==> config.mk <==
export PLATFORM = sky130hd
export DESIGN_NAME = glyph_bitmap_blitter_flat
export DESIGN_NICKNAME = d
export VERILOG_FILES = /design/src/design/gbb_pkg.sv /design/src/design/gbb_in_if.sv /design/src/design/gbb_out_if.sv /design/src/design/gbb_ram.sv /design/src/design/gbb_walker.sv /design/src/design/gbb_emit.sv /design/src/design/glyph_bitmap_blitter.sv /design/src/flat_wrapper.sv
export SDC_FILE = /design/constraint.sdc
export NUM_CORES = 1
export LEC_CHECK = 0
export CAP_MARGIN = 20
export CORE_MARGIN = 2
export CORE_UTILIZATION = 51
export DETAILED_ROUTE_END_ITERATION = 6
export DONT_BUFFER_PORTS = 1
export PLACE_DENSITY = 0.66
export SLEW_MARGIN = 30
export SYNTH_ARGS = -nofsm -noshare
export SYNTH_HDL_FRONTEND = slang
export SYNTH_SLANG_ARGS = --single-unit
==> constraint.sdc <==
create_clock -name clk -period 12.6 [get_ports clk]
set_clock_uncertainty 0.1 [all_clocks]
set_input_delay 2.52 -clock clk [delete_from_list [all_inputs] [get_ports clk]]
set_output_delay 2.52 -clock clk [all_outputs]
set_load 0.005 [all_outputs]
==> src/design/gbb_pkg.sv <==
// ----------------------------------------------------------------------------
// gbb_pkg
// Shared constants and types of the glyph bitmap blitter.
// ----------------------------------------------------------------------------
`default_nettype none

package gbb_pkg;

  localparam int MAX_GLYPH_WIDTH  = 128;
  localparam int MAX_GLYPH_HEIGHT = 128;
  localparam int ROWBUF_DEPTH     = (MAX_GLYPH_WIDTH + 1) / 2;
  localparam int RB_AW            = $clog2(ROWBUF_DEPTH);
  localparam int COL_W            = $clog2(MAX_GLYPH_WIDTH + 1);
  localparam int ROW_W            = $clog2(MAX_GLYPH_HEIGHT + 1);
  localparam int PAIR_W           = 7;
  localparam int COORD_W          = 16;
  localparam int BYTE_W           = 8;
  localparam int CFG_IDX_W        = 3;
  localparam int CFG_DATA_W       = 16;

  localparam logic [1:0] THRESH_RST   = 2'd2;
  localparam logic [2:0] PIX_LAST_1B  = 3'd7;
  localparam logic [2:0] PIX_LAST_2B  = 3'd3;
  localparam logic [PAIR_W:0] SUM_INK_2B = (PAIR_W + 1)'(2);

  typedef enum logic [CFG_IDX_W-1:0] {
    CFG_ORIGIN_X      = 3'd0,
    CFG_ORIGIN_Y      = 3'd1,
    CFG_GLYPH_WIDTH   = 3'd2,
    CFG_GLYPH_HEIGHT  = 3'd3,
    CFG_TWO_BIT_MODE  = 3'd4,
    CFG_HALF_SCALE    = 3'd5,
    CFG_INK_THRESHOLD = 3'd6
  } gbb_cfg_idx_t;

  typedef struct packed {
    logic signed [COORD_W-1:0] origin_x;
    logic signed [COORD_W-1:0] origin_y;
    logic [7:0]                glyph_width;
    logic [7:0]                glyph_height;
    logic                      two_bit_mode;
    logic                      half_scale;
    logic [1:0]                ink_threshold;
  } gbb_cfg_t;

  typedef struct packed {
    logic                      eob;
    logic                      ink;
    logic                      sum_chk;
    logic                      add_row;
    logic [PAIR_W-1:0]         pair;
    logic signed [COORD_W-1:0] x;
    logic signed [COORD_W-1:0] y;
  } gbb_tok_t;

endpackage

`default_nettype wire

==> src/design/gbb_in_if.sv <==
// ----------------------------------------------------------------------------
// gbb_in_if
// Bitmap byte channel: valid/ready handshake with byte payload.
// ----------------------------------------------------------------------------
`default_nettype none

interface gbb_in_if;
  logic       valid;
  logic       ready;
  logic [7:0] bitmap_byte;
  logic       first_byte;

  modport source (output valid, output bitmap_byte, output first_byte, input ready);
  modport sink   (input valid, input bitmap_byte, input first_byte, output ready);
endinterface

`default_nettype wire

==> src/design/gbb_out_if.sv <==
// ----------------------------------------------------------------------------
// gbb_out_if
// Ink pixel channel: valid/ready handshake with screen coordinates.
// ----------------------------------------------------------------------------
`default_nettype none

interface gbb_out_if;
  logic               valid;
  logic               ready;
  logic signed [15:0] pixel_x;
  logic signed [15:0] pixel_y;
  logic               last_of_run;

  modport source (output valid, output pixel_x, output pixel_y, output last_of_run,
                  input ready);
  modport sink   (input valid, input pixel_x, input pixel_y, input last_of_run,
                  output ready);
endinterface

`default_nettype wire

==> src/design/gbb_ram.sv <==
// ----------------------------------------------------------------------------
// gbb_ram
// Generic single-write, single-read RAM with registered, enabled read.
// ----------------------------------------------------------------------------
`default_nettype none

module gbb_ram #(
  parameter int WIDTH = 8,
  parameter int DEPTH = 64,
  localparam int AW = (DEPTH > 1) ? $clog2(DEPTH) : 1
) (
  input  logic             clk,
  input  logic             we,
  input  logic [AW-1:0]    waddr,
  input  logic [WIDTH-1:0] wdata,
  input  logic             re,
  input  logic [AW-1:0]    raddr,
  output logic [WIDTH-1:0] rdata
);

  logic [WIDTH-1:0] mem [DEPTH];

  always_ff @(posedge clk) begin
    if (we) begin
      mem[waddr] <= wdata;
    end
    if (re) begin
      rdata <= mem[raddr];
    end
  end

endmodule

`default_nettype wire

==> src/design/gbb_walker.sv <==
// ----------------------------------------------------------------------------
// gbb_walker
// Byte unpacker, pixel walker (one a cycle unless stalled), row buffer access.
// ----------------------------------------------------------------------------
`default_nettype none

module gbb_walker (
  input  logic                                 clk,
  input  logic                                 rst_n,
  input  gbb_pkg::gbb_cfg_t                    cfg,
  gbb_in_if.sink                               in_word,
  output logic                                 tok_valid,
  output gbb_pkg::gbb_tok_t                    tok,
  input  logic                                 tok_ready,
  output logic                                 rb_we,
  output logic [gbb_pkg::RB_AW-1:0]            rb_waddr,
  output logic [gbb_pkg::PAIR_W-1:0]           rb_wdata,
  output logic                                 rb_re,
  output logic [gbb_pkg::RB_AW-1:0]            rb_raddr
);
  import gbb_pkg::*;

  logic                a_v_r, a_v_nxt;
  logic [BYTE_W-1:0]   byte_r, byte_nxt;
  logic [2:0]          idx_r, idx_nxt;
  logic [COL_W-1:0]    col_r, col_nxt;
  logic [ROW_W-1:0]    row_r, row_nxt;
  logic [PAIR_W-1:0]   pair_r, pair_nxt;
  logic                b_v_r, b_v_nxt;
  gbb_tok_t            b_tok_r, b_tok_nxt;

  logic [COL_W-1:0]    w, col0, col_s, col_inc;
  logic [ROW_W-1:0]    h, row0, row_s;
  logic [PAIR_W-1:0]   pair_s;
  logic [1:0]          v;
  logic                a_last, a_adv, accept, empty, live, close, top_row;
  logic [RB_AW-1:0]    dx;
  gbb_tok_t            tok_c;

  always_comb begin
    if ({1'b0, cfg.glyph_width} > 9'(MAX_GLYPH_WIDTH)) begin
      w = COL_W'(MAX_GLYPH_WIDTH);
    end else begin
      w = COL_W'(cfg.glyph_width);
    end
    if ({1'b0, cfg.glyph_height} > 9'(MAX_GLYPH_HEIGHT)) begin
      h = ROW_W'(MAX_GLYPH_HEIGHT);
    end else begin
      h = ROW_W'(cfg.glyph_height);
    end
  end

  assign v      = cfg.two_bit_mode ? byte_r[7:6] : {1'b0, byte_r[7]};
  assign a_last = cfg.two_bit_mode ? (idx_r == PIX_LAST_2B) : (idx_r == PIX_LAST_1B);
  assign a_adv  = a_v_r && (!b_v_r || tok_ready);
  assign in_word.ready = !a_v_r || (a_adv && a_last);
  assign accept = in_word.valid && in_word.ready;

  // wrap the column, then place the pixel
  always_comb begin
    empty = (w == '0) || (h == '0);
    if (col_r >= w) begin
      col0 = '0;
      row0 = (row_r < h) ? ROW_W'(row_r + 1'b1) : row_r;
    end else begin
      col0 = col_r;
      row0 = row_r;
    end
    live    = !empty && (row0 < h);
    col_inc = COL_W'(col0 + 1'b1);
    dx      = col0[RB_AW:1];
    close   = col0[0] || (col0 == COL_W'(w - 1'b1));
    top_row = !row0[0] && (row0 != ROW_W'(h - 1'b1));

    if (empty) begin
      col_s = col_r;
      row_s = row_r;
    end else if (!live) begin
      col_s = col0;
      row_s = row0;
    end else if (col_inc >= w) begin
      col_s = '0;
      row_s = ROW_W'(row0 + 1'b1);
    end else begin
      col_s = col_inc;
      row_s = row0;
    end

    pair_s = pair_r;
    if (live && cfg.half_scale) begin
      if (col0[0]) begin
        pair_s = PAIR_W'(pair_r + PAIR_W'(v));
      end else begin
        pair_s = PAIR_W'(v);
      end
    end

    tok_c.eob     = a_last;
    tok_c.ink     = live && !cfg.half_scale &&
                    (cfg.two_bit_mode ? (v >= cfg.ink_threshold) : v[0]);
    tok_c.sum_chk = live && cfg.half_scale && close && !top_row;
    tok_c.add_row = row0[0];
    tok_c.pair    = pair_s;
    if (cfg.half_scale) begin
      tok_c.x = cfg.origin_x + COORD_W'(dx);
      tok_c.y = cfg.origin_y + COORD_W'(row0 >> 1);
    end else begin
      tok_c.x = cfg.origin_x + COORD_W'(col0);
      tok_c.y = cfg.origin_y + COORD_W'(row0);
    end
  end

  assign rb_we    = a_adv && live && cfg.half_scale && close && top_row;
  assign rb_waddr = dx;
  assign rb_wdata = pair_s;
  assign rb_re    = a_adv;
  assign rb_raddr = dx;

  always_comb begin
    a_v_nxt   = a_v_r;
    byte_nxt  = byte_r;
    idx_nxt   = idx_r;
    col_nxt   = col_r;
    row_nxt   = row_r;
    pair_nxt  = pair_r;
    b_v_nxt   = b_v_r;
    b_tok_nxt = b_tok_r;
    if (a_adv) begin
      byte_nxt  = cfg.two_bit_mode ? {byte_r[5:0], 2'b00} : {byte_r[6:0], 1'b0};
      idx_nxt   = 3'(idx_r + 1'b1);
      col_nxt   = col_s;
      row_nxt   = row_s;
      pair_nxt  = pair_s;
      b_tok_nxt = tok_c;
      b_v_nxt   = 1'b1;
      if (a_last) begin
        a_v_nxt = 1'b0;
      end
    end else if (tok_ready) begin
      b_v_nxt = 1'b0;
    end
    if (accept) begin
      a_v_nxt  = 1'b1;
      byte_nxt = in_word.bitmap_byte;
      idx_nxt  = '0;
      if (in_word.first_byte) begin
        col_nxt  = '0;
        row_nxt  = '0;
        pair_nxt = '0;
      end
    end
  end

  always_ff @(posedge clk) begin
    if (!rst_n) begin
      a_v_r  <= 1'b0;
      idx_r  <= '0;
      col_r  <= '0;
      row_r  <= '0;
      pair_r <= '0;
      b_v_r  <= 1'b0;
    end else begin
      a_v_r  <= a_v_nxt;
      idx_r  <= idx_nxt;
      col_r  <= col_nxt;
      row_r  <= row_nxt;
      pair_r <= pair_nxt;
      b_v_r  <= b_v_nxt;
    end
    byte_r  <= byte_nxt;
    b_tok_r <= b_tok_nxt;
  end

  assign tok_valid = b_v_r;
  assign tok       = b_tok_r;

endmodule

`default_nettype wire

==> src/design/gbb_emit.sv <==
// ----------------------------------------------------------------------------
// gbb_emit
// Ink decision, one-deep hold for end-of-byte marking, and output register.
// ----------------------------------------------------------------------------
`default_nettype none

module gbb_emit (
  input  logic                        clk,
  input  logic                        rst_n,
  input  logic                        two_bit,
  input  logic                        tok_valid,
  input  gbb_pkg::gbb_tok_t           tok,
  input  logic [gbb_pkg::PAIR_W-1:0]  rb_rdata,
  output logic                        tok_ready,
  gbb_out_if.source                   out_word
);
  import gbb_pkg::*;

  logic                      p_v_r, p_v_nxt;
  logic                      p_fin_r, p_fin_nxt;
  logic signed [COORD_W-1:0] p_x_r, p_x_nxt, p_y_r, p_y_nxt;
  logic                      o_v_r, o_v_nxt;
  logic                      o_last_r, o_last_nxt;
  logic signed [COORD_W-1:0] o_x_r, o_x_nxt, o_y_r, o_y_nxt;

  logic [PAIR_W:0] total;
  logic            ink, o_free, drain, take;

  assign total  = {1'b0, tok.pair} + (tok.add_row ? {1'b0, rb_rdata} : '0);
  assign ink    = tok.ink ||
                  (tok.sum_chk && (two_bit ? (total >= SUM_INK_2B) : (total != '0)));
  assign o_free = !o_v_r || out_word.ready;
  assign drain  = p_v_r && p_fin_r && o_free;
  assign tok_ready = !(p_v_r && p_fin_r) && !(ink && p_v_r && !o_free);
  assign take   = tok_valid && tok_ready;

  always_comb begin
    p_v_nxt    = p_v_r;
    p_fin_nxt  = p_fin_r;
    p_x_nxt    = p_x_r;
    p_y_nxt    = p_y_r;
    o_v_nxt    = o_v_r && !out_word.ready;
    o_last_nxt = o_last_r;
    o_x_nxt    = o_x_r;
    o_y_nxt    = o_y_r;
    if (drain) begin
      // release the held word as the final one of its byte
      o_v_nxt    = 1'b1;
      o_last_nxt = 1'b1;
      o_x_nxt    = p_x_r;
      o_y_nxt    = p_y_r;
      p_v_nxt    = 1'b0;
      p_fin_nxt  = 1'b0;
    end else if (take) begin
      if (ink) begin
        if (p_v_r) begin
          o_v_nxt    = 1'b1;
          o_last_nxt = 1'b0;
          o_x_nxt    = p_x_r;
          o_y_nxt    = p_y_r;
        end
        p_v_nxt   = 1'b1;
        p_fin_nxt = tok.eob;
        p_x_nxt   = tok.x;
        p_y_nxt   = tok.y;
      end else if (tok.eob && p_v_r) begin
        p_fin_nxt = 1'b1;
      end
    end
  end

  always_ff @(posedge clk) begin
    if (!rst_n) begin
      p_v_r   <= 1'b0;
      p_fin_r <= 1'b0;
      o_v_r   <= 1'b0;
    end else begin
      p_v_r   <= p_v_nxt;
      p_fin_r <= p_fin_nxt;
      o_v_r   <= o_v_nxt;
    end
    p_x_r    <= p_x_nxt;
    p_y_r    <= p_y_nxt;
    o_last_r <= o_last_nxt;
    o_x_r    <= o_x_nxt;
    o_y_r    <= o_y_nxt;
  end

  assign out_word.valid       = o_v_r;
  assign out_word.pixel_x     = o_x_r;
  assign out_word.pixel_y     = o_y_r;
  assign out_word.last_of_run = o_last_r;

endmodule

`default_nettype wire

==> src/design/glyph_bitmap_blitter.sv <==
// ----------------------------------------------------------------------------
// glyph_bitmap_blitter
// Packed glyph bitmap to ink pixel stream, full size or 2x2 downscaled.
//
//   channel   direction  handshake     payload
//   in_word   sink       valid/ready   bitmap_byte, first_byte
//   out_word  source     valid/ready   pixel_x, pixel_y, last_of_run
//   cfg_*     sink       cfg_we        cfg_index, cfg_wdata
//
// One source pixel a cycle unless stalled; 8 a byte in 1-bit mode, 4 in 2-bit.
// The row buffer RAM is read each pixel and written at half-scale top-row
// pair closes, with registered reads. An inked byte stalls for its final word.
// Synchronous active-low reset clears control state; the row buffer is not
// cleared. A stalled out_word holds the pipeline back to in_word.ready.
// ----------------------------------------------------------------------------
`default_nettype none

module glyph_bitmap_blitter (
  input  logic                               clk,
  input  logic                               rst_n,
  gbb_in_if.sink                             in_word,
  gbb_out_if.source                          out_word,
  input  logic                               cfg_we,
  input  logic [gbb_pkg::CFG_IDX_W-1:0]      cfg_index,
  input  logic [gbb_pkg::CFG_DATA_W-1:0]     cfg_wdata
);
  import gbb_pkg::*;

  gbb_cfg_t          cfg_r, cfg_nxt;
  logic              tok_valid, tok_ready;
  gbb_tok_t          tok;
  logic              rb_we, rb_re;
  logic [RB_AW-1:0]  rb_waddr, rb_raddr;
  logic [PAIR_W-1:0] rb_wdata, rb_rdata;

  always_comb begin
    cfg_nxt = cfg_r;
    if (cfg_we) begin
      unique case (cfg_index)
        CFG_ORIGIN_X:      cfg_nxt.origin_x      = cfg_wdata;
        CFG_ORIGIN_Y:      cfg_nxt.origin_y      = cfg_wdata;
        CFG_GLYPH_WIDTH:   cfg_nxt.glyph_width   = cfg_wdata[7:0];
        CFG_GLYPH_HEIGHT:  cfg_nxt.glyph_height  = cfg_wdata[7:0];
        CFG_TWO_BIT_MODE:  cfg_nxt.two_bit_mode  = cfg_wdata[0];
        CFG_HALF_SCALE:    cfg_nxt.half_scale    = cfg_wdata[0];
        CFG_INK_THRESHOLD: cfg_nxt.ink_threshold = cfg_wdata[1:0];
        default:           cfg_nxt = cfg_r;
      endcase
    end
  end

  always_ff @(posedge clk) begin
    if (!rst_n) begin
      cfg_r <= '{origin_x:      '0,
                 origin_y:      '0,
                 glyph_width:   '0,
                 glyph_height:  '0,
                 two_bit_mode:  1'b0,
                 half_scale:    1'b0,
                 ink_threshold: THRESH_RST};
    end else begin
      cfg_r <= cfg_nxt;
    end
  end

  gbb_walker u_walker (
    .clk       (clk),
    .rst_n     (rst_n),
    .cfg       (cfg_r),
    .in_word   (in_word),
    .tok_valid (tok_valid),
    .tok       (tok),
    .tok_ready (tok_ready),
    .rb_we     (rb_we),
    .rb_waddr  (rb_waddr),
    .rb_wdata  (rb_wdata),
    .rb_re     (rb_re),
    .rb_raddr  (rb_raddr)
  );

  gbb_ram #(
    .WIDTH (PAIR_W),
    .DEPTH (ROWBUF_DEPTH)
  ) u_rowbuf (
    .clk   (clk),
    .we    (rb_we),
    .waddr (rb_waddr),
    .wdata (rb_wdata),
    .re    (rb_re),
    .raddr (rb_raddr),
    .rdata (rb_rdata)
  );

  gbb_emit u_emit (
    .clk       (clk),
    .rst_n     (rst_n),
    .two_bit   (cfg_r.two_bit_mode),
    .tok_valid (tok_valid),
    .tok       (tok),
    .rb_rdata  (rb_rdata),
    .tok_ready (tok_ready),
    .out_word  (out_word)
  );

endmodule

`default_nettype wire
==> src/flat_wrapper.sv <==
// flat-port wrapper written by rule: the top's interface ports become plain ports
module glyph_bitmap_blitter_flat import gbb_pkg::*;
  (clk, rst_n, cfg_we, cfg_index, cfg_wdata, in_word_valid, in_word_bitmap_byte, in_word_first_byte, in_word_ready, out_word_valid, out_word_pixel_x, out_word_pixel_y, out_word_last_of_run, out_word_ready);
  gbb_in_if in_word_i ();
  gbb_out_if out_word_i ();
  input  logic clk;
  input  logic rst_n;
  input  logic cfg_we;
  input  logic [gbb_pkg::CFG_IDX_W-1:0] cfg_index;
  input  logic [gbb_pkg::CFG_DATA_W-1:0] cfg_wdata;
  input wire logic [$bits(in_word_i.valid)-1:0] in_word_valid;
  input wire logic [$bits(in_word_i.bitmap_byte)-1:0] in_word_bitmap_byte;
  input wire logic [$bits(in_word_i.first_byte)-1:0] in_word_first_byte;
  output wire logic [$bits(in_word_i.ready)-1:0] in_word_ready;
  output wire logic [$bits(out_word_i.valid)-1:0] out_word_valid;
  output wire logic [$bits(out_word_i.pixel_x)-1:0] out_word_pixel_x;
  output wire logic [$bits(out_word_i.pixel_y)-1:0] out_word_pixel_y;
  output wire logic [$bits(out_word_i.last_of_run)-1:0] out_word_last_of_run;
  input wire logic [$bits(out_word_i.ready)-1:0] out_word_ready;
  assign in_word_i.valid = in_word_valid;
  assign in_word_i.bitmap_byte = in_word_bitmap_byte;
  assign in_word_i.first_byte = in_word_first_byte;
  assign in_word_ready = in_word_i.ready;
  assign out_word_valid = out_word_i.valid;
  assign out_word_pixel_x = out_word_i.pixel_x;
  assign out_word_pixel_y = out_word_i.pixel_y;
  assign out_word_last_of_run = out_word_i.last_of_run;
  assign out_word_i.ready = out_word_ready;
  glyph_bitmap_blitter u_core (.clk(clk), .rst_n(rst_n), .in_word(in_word_i), .out_word(out_word_i), .cfg_we(cfg_we), .cfg_index(cfg_index), .cfg_wdata(cfg_wdata));
endmodule
==> metrics.txt <==
# TYPE chip_impl_metric gauge
chip_impl_metric{name="drcViolationCount",unit=""} 0
chip_impl_metric{name="synthCells",unit=""} 2092
chip_impl_info{name="synthTopCellsByArea",value="edfxtp_1, dfxtp_1, ha_1"} 1
chip_impl_metric{name="maxClockFrequency",unit="MHz"} 143
chip_impl_metric{name="synth_largest_type_area_fraction",unit="%"} 60.9
chip_impl_metric{name="dp_slack",unit="ns"} 5.73
chip_impl_info{name="unrepaired_setup_endpoints_after_global_routing",value="false"} 1
chip_impl_metric{name="wire_length_of_the_first_global_routing_pass",unit="µm"} 113000
chip_impl_metric{name="max-cap-violations",unit=""} 0
chip_impl_metric{name="final.period_utilization",unit="%"} 55.4
chip_impl_metric{name="cts.sink_count",unit=""} 654
chip_impl_metric{name="grt_pass1_vias",unit=""} 18100
chip_impl_metric{name="wl_per_instance",unit="µm"} 26.5
chip_impl_metric{name="grt.total_usage",unit="%"} 26.8
chip_impl_metric{name="synth-seq-cells",unit=""} 654
chip_impl_metric{name="layout_cells_sized_above_1",unit="%"} 12.8
chip_impl_info{name="synthDominantAreaCellType",value="edfxtp_1"} 1
chip_impl_info{name="critPathLaunchType",value="flop"} 1
chip_impl_metric{name="worst_slack",unit="ns"} 5.62
chip_impl_metric{name="unique_cell_type_count_in_the_yosys_netlist",unit=""} 85
chip_impl_metric{name="critical_path_required",unit="ns"} 12.72
chip_impl_metric{name="gp_routability_congestion",unit=""} 0.905
chip_impl_metric{name="period_minus_slack",unit="ns"} 6.98
chip_impl_metric{name="postSynthNetCount",unit=""} 2194
chip_impl_metric{name="route.antenna.remaining_nets",unit=""} 0
chip_impl_metric{name="cp_data_arrival_time",unit="ns"} 7.10
chip_impl_metric{name="final_net_count",unit=""} 2205
chip_impl_metric{name="totalPowerFinal",unit="mW"} 4.51
chip_impl_metric{name="fin_area",unit="mm²"} 0.0314
chip_impl_metric{name="drv_slew",unit=""} 0
chip_impl_info{name="clock-root-buffer",value="clkbuf_16"} 1
chip_impl_metric{name="tightest_slew",unit="ns"} 1.06
chip_impl_metric{name="coreArea",unit="mm²"} 0.0548
chip_impl_metric{name="dr.pass1.iters",unit=""} 7
chip_impl_metric{name="drt-initial-drc-count",unit=""} 2266
chip_impl_info{name="synth_ff_type",value="edfxtp_1"} 1
chip_impl_metric{name="post_dp_cell_area",unit="mm²"} 0.0290
chip_impl_metric{name="dr_total_vias",unit=""} 18500
chip_impl_metric{name="critical_path_peak_fanout",unit=""} 64
chip_impl_metric{name="worst_setup_hold_path_clk_slew",unit="ns"} 0.06
chip_impl_metric{name="synth-compound-area-share",unit="%"} 11.4
chip_impl_metric{name="proportion_of_synthesized_flip_flops_having_asynchronous_set_or_reset",unit="%"} 0
chip_impl_info{name="critPathCaptureType",value="flop"} 1
chip_impl_metric{name="ir_drop",unit="µV"} 135
chip_impl_metric{name="io_buffers",unit=""} 0
chip_impl_metric{name="sum_of_routed_wire_length_over_all_layers",unit="µm"} 75900
chip_impl_metric{name="chipHeight",unit="µm"} 239
chip_impl_metric{name="fin_tns_setup",unit="ns"} 0
chip_impl_metric{name="synth-xor-area-share",unit="%"} 1.80
chip_impl_metric{name="ctsHoldBuffers",unit=""} 0
chip_impl_metric{name="vias_per_cell",unit=""} 6.47
chip_impl_metric{name="synthMuxAreaShare",unit="%"} 4.38
chip_impl_metric{name="floorplan.initialDensity",unit="%"} 51.3
chip_impl_metric{name="clock_insertion_delay_worst_skew",unit="ns"} 0.62
chip_impl_metric{name="grt_max_degree",unit=""} 67
chip_impl_metric{name="synth-warning-count",unit=""} 0
chip_impl_metric{name="timing.final.setup_violations",unit=""} 0
chip_impl_metric{name="synth_seq_area_share",unit="%"} 66.9
chip_impl_metric{name="number_of_antenna_violations_at_the_first_check_in_global_routing",unit=""} 1
chip_impl_metric{name="cts_setup_buffers",unit=""} 0
chip_impl_metric{name="slowest_delay",unit="ns"} 0.92
chip_impl_metric{name="post_synth_fa_ha_maj_area_fraction",unit="%"} 3.18
chip_impl_info{name="timing.critical_path.cells",value="inv_1 -> nand2_1 -> ha_1 -> and3_1 -> and3_1 -> a211oi_4 -> buf_4 -> nor3_2 -> mux2i_1 -> inv_1 -> ha_1 -> nor2b_1 -> o211ai_1 -> nand3_1 -> a211oi_1 -> nand2_1 -> o31ai_2 -> o41ai_4 -> buf_4 -> nor3_1"} 1
chip_impl_metric{name="power.density",unit="mW/mm²"} 144
chip_impl_metric{name="die_area",unit="mm²"} 0.0570
chip_impl_info{name="cts_tree",value="yes"} 1
chip_impl_info{name="outcome",value="completed"} 1
chip_impl_metric{name="clock_path_buffers",unit=""} 3
chip_impl_metric{name="io_pins",unit=""} 68
chip_impl_metric{name="synth_simple_gate_area_share",unit="%"} 9.87
chip_impl_metric{name="hpwlAfterDp",unit="µm"} 47600
chip_impl_info{name="hp-class",value="reg2reg"} 1
chip_impl_metric{name="cts_made_buffers",unit=""} 69
chip_impl_info{name="cp_slowest_cell",value="nor3_1"} 1
chip_impl_metric{name="worst_slew_margin_rel",unit="%"} 29.5
chip_impl_metric{name="flow.area_growth_from_synthesis",unit="%"} 11.7
chip_impl_metric{name="die_x",unit="µm"} 239
chip_impl_info{name="worst-setup-path-type",value="reg2reg"} 1
chip_impl_metric{name="rows",unit=""} 86
chip_impl_metric{name="placed_cells",unit=""} 2734
chip_impl_metric{name="leakage_power_summed_over_all_cells",unit="nW"} 10.3
chip_impl_info{name="dominant_combinational_cell_family_by_area_after_synthesis",value="compound AO/OA/AOI/OAI gates"} 1
chip_impl_metric{name="cts.htree.levels",unit=""} 3
chip_impl_metric{name="grt_remaining_overflow",unit=""} 0
chip_impl_metric{name="hold_viol_final",unit=""} 0
chip_impl_metric{name="post_cts_resize_count",unit=""} 0
chip_impl_metric{name="synthesis.area_per_instance",unit="µm²"} 13.4
chip_impl_metric{name="layoutNonFillerInstCount",unit=""} 2865
chip_impl_metric{name="synth-edff-count",unit=""} 570
chip_impl_metric{name="netlist_area",unit="mm²"} 0.0281
==> critical path: cells and delay by family, from the launching register on <==
family	cells	cell delay [ns]
AOI/OAI and AO/OA	5	1.04
adders and majority gates	2	0.64
muxes	1	0.46
buffers and inverters	4	1.07
DFF	1	0.38
and+or+nand+nor	8	2.74
==> synthesized netlist by cell type, types with 8 or more instances <==
master / number
xor2_1: 24
nand2_1: 206
nand2b_1: 16
nor2b_1: 14
nor2_1: 112
o21ai_0: 39
edfxtp_1: 570
mux2_2: 66
dfxtp_1: 84
and2_1: 17
nor4_1: 32
a32oi_1: 10
buf_1: 13
a211oi_1: 10
and3_1: 19
buf_6: 8
o21bai_1: 8
nand3_1: 56
o211ai_1: 10
a221oi_1: 27
ha_1: 65
nand4_1: 18
a21oi_1: 136
a222oi_1: 35
nor3_1: 69
clkbuf_1: 85
a31oi_1: 25
inv_1: 45
a22oi_1: 53
mux2i_1: 42
xnor2_1: 31
==> where the power goes <==
part	internal, mW	total, mW	switching (mW)
combinational	0.0368	0.142	0.106
sequential	2.37	2.39	0.0136
clock	1.14	1.98	0.842
==> metal layers <==
metal | up-vias | GRT usage, % | wire length (µm)
met3 | 227 | 6.25 | 7120
met2 | 986 | 43.6 | 36200
met1 | 9170 | 34.1 | 29100
met4 | 0 | 12.3 | 3590
li1 | 8155 | - | -
met5 | - | 0 | 0
==> metrics by stage <==
stage	utilization [%]	hold WS, ns
after floorplan	-	0.300
after global placement	53.0	0.301
after detailed placement	53.0	0.305
after CTS	57.0	0.317
after global routing	57.3	0.324
final	57.3	0.314
==> area by class of cell <==
cell class                      count  area [µm²]
Clock buffer                       82        1820
Clock inverter                     45         375
Fill cell                        4350       23400
Multi-Input combinational cell   1273        8850
Timing Repair Buffer               54         429
Tap cell                          704         881
Sequential cell                   654       18800
Inverter                           51         198
Antenna cell                        2        5.00
==> cell usage in the layout, fill, tap and decap left out, types with 20 or more instances in the layout <==
master / instances
ha_1: 65
a221oi_1: 27
nor2_1: 110
dfxtp_1: 82
nand3_1: 56
a222oi_1: 35
a22oi_1: 53
nand2_1: 206
edfxtp_1: 570
inv_1: 44
xnor2_1: 31
xor2_1: 24
clkbuf_16: 71
clkinv_1: 20
a31oi_1: 25
buf_4: 52
nor3_1: 51
mux2i_1: 42
o21ai_0: 36
a21oi_1: 135
nor4_1: 32
mux2_2: 66
==> sequential cells by signal, indices dropped and copies added (netlist names), 16 cells and up <==
signal                          cells
u_core.u_emit.p_y_r                16
u_core.u_emit.out_word.pixel_x     16
u_core.u_rowbuf.mem               448
u_core.u_emit.out_word.pixel_y     16
u_core.u_walker.tok                43
u_core.u_emit.p_x_r                16
u_core.cfg_r                       52
==> worst paths after layout <==
kind | startpoint | to | slack, ns | depth (start not counted)
worst min-delay path | u_core.u_walker.tok[23]$_DFFE_PP_ | u_core.u_emit.p_x_r[7]$_DFFE_PP_ | 0.31 | 0
worst max-delay path | u_core.cfg_r[19]$_SDFFE_PN0P_ | u_core.u_rowbuf.mem[26][2]$_DFFE_PP_ | 5.62 | 20
worst min register to register | u_core.u_walker.tok[23]$_DFFE_PP_ | u_core.u_emit.p_x_r[7]$_DFFE_PP_ | 0.31 | 0
worst max register to register | u_core.cfg_r[19]$_SDFFE_PN0P_ | u_core.u_rowbuf.mem[26][2]$_DFFE_PP_ | 5.62 | 20
==> kinds of logic (layout without fill, tap and decap cells) <==
logic type,after synthesis,in the layout
xor gates and xnor gates,56,56
AOI/OAI and AO/OA,450,450
other,0,2
and+or+nand+nor,587,587
buffers and inverters,165,232
muxes,111,111
adders and majority gates,69,69
DFF,654,654
Power figures use the tool's default switching activity.
